===== src/dorf_pkg.sv =====
`timescale 1ns / 1ps
`default_nettype none
// ----------------------------------------------------------------------------
// dorf_pkg
// shared types and constants of the dual overwrite ring fifo
// ----------------------------------------------------------------------------
package dorf_pkg;

    // fixed field widths
    localparam int CAP_W       = 11;
    localparam int LEN_W       = 11;
    localparam int BYTE_W      = 8;
    localparam int IN_TDATA_W  = 24;
    localparam int OUT_TDATA_W = 16;

    // request kinds carried on tuser
    localparam logic REQ_WRITE = 1'b0;
    localparam logic REQ_READ  = 1'b1;

    // port and direction codes
    localparam logic [1:0] PORT_ONE = 2'd1;
    localparam logic [1:0] PORT_TWO = 2'd2;
    localparam logic [1:0] DIR_RX   = 2'd1;

    typedef enum logic [1:0] {
        STAT_OK     = 2'd0,
        STAT_NOINIT = 2'd1,
        STAT_BAD    = 2'd2,
        STAT_LONG   = 2'd3
    } t_status;

    typedef enum logic {
        ST_IDLE = 1'b0,
        ST_READ = 1'b1
    } t_state;

    typedef struct packed {
        t_status            status;
        logic [BYTE_W-1:0]  data;
        logic               last;
    } t_result;

endpackage
`default_nettype wire


===== src/dorf_outq.sv =====
`timescale 1ns / 1ps
`default_nettype none
// ----------------------------------------------------------------------------
// dorf_outq
// two-entry result queue in front of the output stream
// ----------------------------------------------------------------------------
module dorf_outq
    import dorf_pkg::*;
(
    input  wire logic    i_clk,
    input  wire logic    i_rst_n,
    input  wire logic    i_push,
    input  wire t_result i_push_item,
    input  wire logic    i_pop,
    output t_result      o_item,
    output logic         o_valid,
    output logic [1:0]   o_cnt
);

    t_result    r_entry [2];
    logic       r_wptr;
    logic       r_rptr;
    logic [1:0] r_cnt;
    logic [1:0] n_cnt;

    always_comb begin
        n_cnt = r_cnt;
        if (i_push && !i_pop) begin
            n_cnt = r_cnt + 2'd1;
        end else if (!i_push && i_pop) begin
            n_cnt = r_cnt - 2'd1;
        end
    end

    always_ff @(posedge i_clk) begin
        if (!i_rst_n) begin
            r_wptr <= 1'b0;
            r_rptr <= 1'b0;
            r_cnt  <= 2'd0;
        end else begin
            if (i_push) begin
                r_wptr <= ~r_wptr;
            end
            if (i_pop) begin
                r_rptr <= ~r_rptr;
            end
            r_cnt <= n_cnt;
        end
    end

    always_ff @(posedge i_clk) begin
        if (i_push) begin
            r_entry[r_wptr] <= i_push_item;
        end
    end

    assign o_item  = r_entry[r_rptr];
    assign o_valid = (r_cnt != 2'd0);
    assign o_cnt   = r_cnt;

endmodule
`default_nettype wire


===== config.mk =====
export PLATFORM = sky130hd
export DESIGN_NAME = dorf_outq
export DESIGN_NICKNAME = d
export VERILOG_FILES = /design/src/dorf_pkg.sv /design/src/dorf_outq.sv
export SDC_FILE = /design/constraint.sdc
export NUM_CORES = 1
export LEC_CHECK = 0
export ABC_CLOCK_PERIOD_IN_PS = 1410
export BUFFER_PORTS_ARGS = -buffer_cell sky130_fd_sc_hd__buf_4
export CAP_MARGIN = 20
export CORE_MARGIN = 2
export CORE_UTILIZATION = 49
export DETAILED_ROUTE_END_ITERATION = 6
export PLACE_DENSITY_LB_ADDON = 0.2
export SYNTH_ARGS = -nofsm -noshare
export SYNTH_HDL_FRONTEND = slang
export SYNTH_SLANG_ARGS = --single-unit

===== constraint.sdc =====
create_clock -name i_clk -period 1.41 [get_ports i_clk]
set_input_delay 0.282 -clock i_clk [delete_from_list [all_inputs] [get_ports i_clk]]
set_output_delay 0.282 -clock i_clk [all_outputs]
set_load 0.005 [all_outputs]

======== After elaboration in Yosys (flattened, before gate mapping) ========
Memory sizes are Yosys's and may differ from the RTL's. A register that Yosys moved wholly into a read port is not among the register bits.
Cells that the tools add are included.
storage, ports and cells
  register bits ........................... 4
  RAM bits ................................ 22
  input port bits ......................... 15
  output and inout bits ................... 14
  logic and storage cells ................. 20
  memories ................................ 1
cells by class
  $add $sub $neg .......................... 2
  multiplexer cells ....................... 6
  bitwise gates (word level) .............. 2
  reductions and logical operators ........ 6
memories
  memory   words  width  read ports  clocked after Yosys merged registers in  wr ports  RTL line         RTL
  r_entry  2      11     1           1                                        1         dorf_outq.sv:20  t_result r_entry [2];
operator list
  kind                                                                 count
  1-bit 2-to-1 mux                                                     4
  2-bit 2-to-1 mux                                                     2
  2-bit nonzero test                                                   2
  2-bit by 1-bit adder with 2-bit output (second input constant)       1
  1-bit logical AND                                                    2
  1-bit logical NOT                                                    2
  1-bit NOT                                                            2
  2-bit by 1-bit subtractor with 2-bit output (second input constant)  1

======== Logic depth before layout (Yosys ltp) ========
  depth after elaboration ................. 4
  mapped depth ............................ 5
  gate-level depth less buffers ........... 5

======== Worst setup path after synthesis ========
OpenSTA, ideal clock, no wires.
  path type ............................... input to register
  from .................................... input i_push
  to ...................................... memory r_entry[0][0] (netlist name), enable pin
  setup time .............................. 0.381 ns
  arrival time ............................ 0.864 ns
  required time ........................... 1.029 ns
  setup slack ............................. 0.165 ns
  cell stages on the path ................. 1
  buffers on the path ..................... 0
  cells stage by stage .................... nor2b_1
on the way
  longest elaborated chain between the ends .. 2
ends and longest elaborated chain
  what                                    RTL line         RTL
  from (decl)                             dorf_outq.sv:12  input wire logic i_push,
  1-bit 2-to-1 mux                        dorf_outq.sv:52  if (i_push) begin
  1-bit 2-to-1 mux (implied by the code)  dorf_outq.sv:53  r_entry[r_wptr] <= i_push_item;
  to (decl)                               dorf_outq.sv:20
No other way between the ends.

==> impl_results.md <==
* Yosys warns at 0
* Mux cell area share after synthesis at 12.36%
* Final Max Slew Viols at 0
* First-pass GRT wire length at 2470 um
* Synth Area in Simple Gates at 4.994%
* Outcome: finished with violations
* Final WL at 1534 um
* Compound-cell area share of the yosys netlist at 1.998%
* Largest family of logic cells by synthesized area: multiplexers
* Clock Skew at 0.007812 ns
* Crit-path slowest cell: dfxtp_2
* FILL cells at 133
* Root buffer selected by CTS: clkbuf_4
* Worst Path Arrival at 1.23 ns
* Final core occ at 72.62%
* Relative slew slack at 90.15%
* Post-Synthesis Cell Area at 0.001002 mm2
* Crit. End Element: output port
* Hold_buf cts at 0
* # diodes at 0
* Core Rows at 16
* DR iter-0 viols at 19
* Post-route ant nets at 0
* Pin count of the biggest net entering global routing at 16
* Part of the cycle the worst path needs at 107.2%
* Total CTS buffers at 3
* RSZ-0062 raised after global routing: true
* Reg clk slew, reported paths at 0.13 ns
* # DRC at 0
* Final Setup Violations at 11
* Pre-CTS setup slack at 0.1272 ns
* DP Wirelength at 1174 um
* Placed Cells at 115
* Hold Crit Class: in -> reg
* Yosys cell types at 15
* XOR/XNOR share of the synthesized area at 2.622%
* Sequential element share of the synthesized area at 75.91%
* Die area at 0.002423 mm2
* Period minus WS final at 1.512 ns
* Crit path kind: reg -> out
* Share of layout cells above drive strength 1 at 57.61%
* Power Dens Cells at 1093 mW/mm2
* Post-synthesis adder-cell area fraction at 1.248%
* CP Cell Sequence: buf_6, mux2_4, buf_6
* Number of detailed-route iterations in the first pass at 3
* Final Worst Setup Slack at -0.1016 ns
* Fin cells at 119
* CP most frequent cell: buf_6
* #FFs+latches synth at 27
* Post-synth net total at 71
* Fin Setup TNS at -1.020 ns
* Initial Utilization at 51.61%
* Commonest non-fill, non-tap cell in the layout: edfxtp_1
* DR WL/cell at 12.89 um
* Via count at 558
* Vias/cell at 4.689
* Total GRT Usage at 14.05%
* Peak VDD IR at 0.8277 mV
* Insertion delay to the later sink of the worst-skew pair at 0.31 ns
* Final hold violation count at 0
* Slew @ Worst Pin at 0.1472 ns
* P_leak at 0.5855 nW
* Fmax at 661.6 MHz
* Crit-path max cell delay at 0.36 ns
* Crit path launch type: register
* Port Buf Inserts at 28
* Synth Area per Inst at 18.22 um2
* Commonest cells after routing, fill and taps aside: edfxtp_1 (22), buf_4 (21), buf_6 (13), mux2_4 (11), and2_1 (4)
* Post-synthesis cell count at 55
* I/O pin count at 29
* Initial antenna violation count at 0
* # H-tree levels at 1
* Req. time, crit path at 1.13 ns
* Failing checks: setup timing
* Die H at 49.23 um
* Total global routing overflow at 0
* CTS tree: done
* Synthesis-to-layout area growth at 40.70%
* GP Congestion at 0.6336
* Max_cap viols at 0
* Hold_ws at 0.1461 ns
* Core footprint at 0.001942 mm2
* Clk buf depth at 2
* Die width at 49.23 um
* NumNets Final at 109
* CP max FO at 6
* CTS Sinks at 27
* Vias in the first global route at 562
[worst max-delay path, delay by kind of cell, from the launching register on]
family,cells,cell delay (ns)
multiplexers,1,0.31
buffers and inverters,2,0.26
flip-flops,1,0.36
[kinds of logic after synthesis]
family                     count (synthesis)
xor gates and xnor gates                   3
buffers and inverters                      2
adders and majority gates                  1
muxes                                     11
AOI/OAI and AO/OA                          3
DFF                                       27
and+or+nand+nor                            8
[cell usage after synthesis]
cell | number | area, um2
or3_1 | 1 | 6.260
o21a_1 | 1 | 7.510
or2_2 | 1 | 6.260
xnor2_1 | 1 | 8.760
edfxtp_1 | 22 | 660.6
ha_1 | 1 | 12.51
buf_2 | 1 | 5.000
xor2_1 | 2 | 17.52
a21boi_1 | 1 | 7.510
and2_1 | 4 | 25.02
o21ai_0 | 1 | 5.000
dfxtp_1 | 5 | 100.1
nor2b_1 | 2 | 12.51
mux2_2 | 11 | 123.9
inv_1 | 1 | 3.750
[timing repair]
action / CTS / global route
resized for setup: 25 / 3
setup endpoints to repair: 11 / 12
setup buffers: 0 / 0
[per-layer routing]
metal / vias up / track usage, % / share of wire, %
li1: 275 / - / -
met1: 268 / 15.40 / 38
met2: 13 / 25.23 / 57
met3: 2 / 2.147 / 3.2
met4: 0 / 8.571 / 1.4
met5: - / 0 / 0
[registers in the layout (all words and copies together) (netlist names), named ones only]
register / flops
r_rptr: 1
r_entry: 22
r_wptr: 1
o_cnt: 2
[metrics by stage]
step / area (um2) / power [mW]
global route: 1410 / 1.613
finish: 1410 / 1.542
global placement: 1286 / 1.188
detailed placement: 1286 / 1.199
floorplan: 1002 / 1.054
CTS: 1405 / 1.560
[final timing paths]
path	start	to	slack (ns)	depth (start not counted)
max	register	o_item[5]	-0.10	3
min	i_push_item[6]	r_entry[0][6]	0.15	1
max reg2reg	o_cnt[0]	o_cnt[1]	0.39	3
min reg2reg	o_cnt[1]	o_cnt[1]	0.50	2
[layout make-up]
cell class              count  area, um2  share of cell area (%)
clock buffers               3      22.52                   1.597
clock inverters             1      5.005                  0.3549
inverters                   1      3.754                  0.2662
multi-input cells          26      276.5                   19.61
flip-flops and latches     27      764.5                   54.21
well taps                  27      33.78                   2.396
repair buffers             34      304.0                   21.56
[where the power goes]
part	switching (mW)	internal [mW]	leakage [nW]	total [mW]
registers	0.0228	0.917	0.249	0.939
clock network	0.198	0.106	0.0177	0.304
logic	0.0980	0.200	0.319	0.298
(Power assumes the default switching activity.)
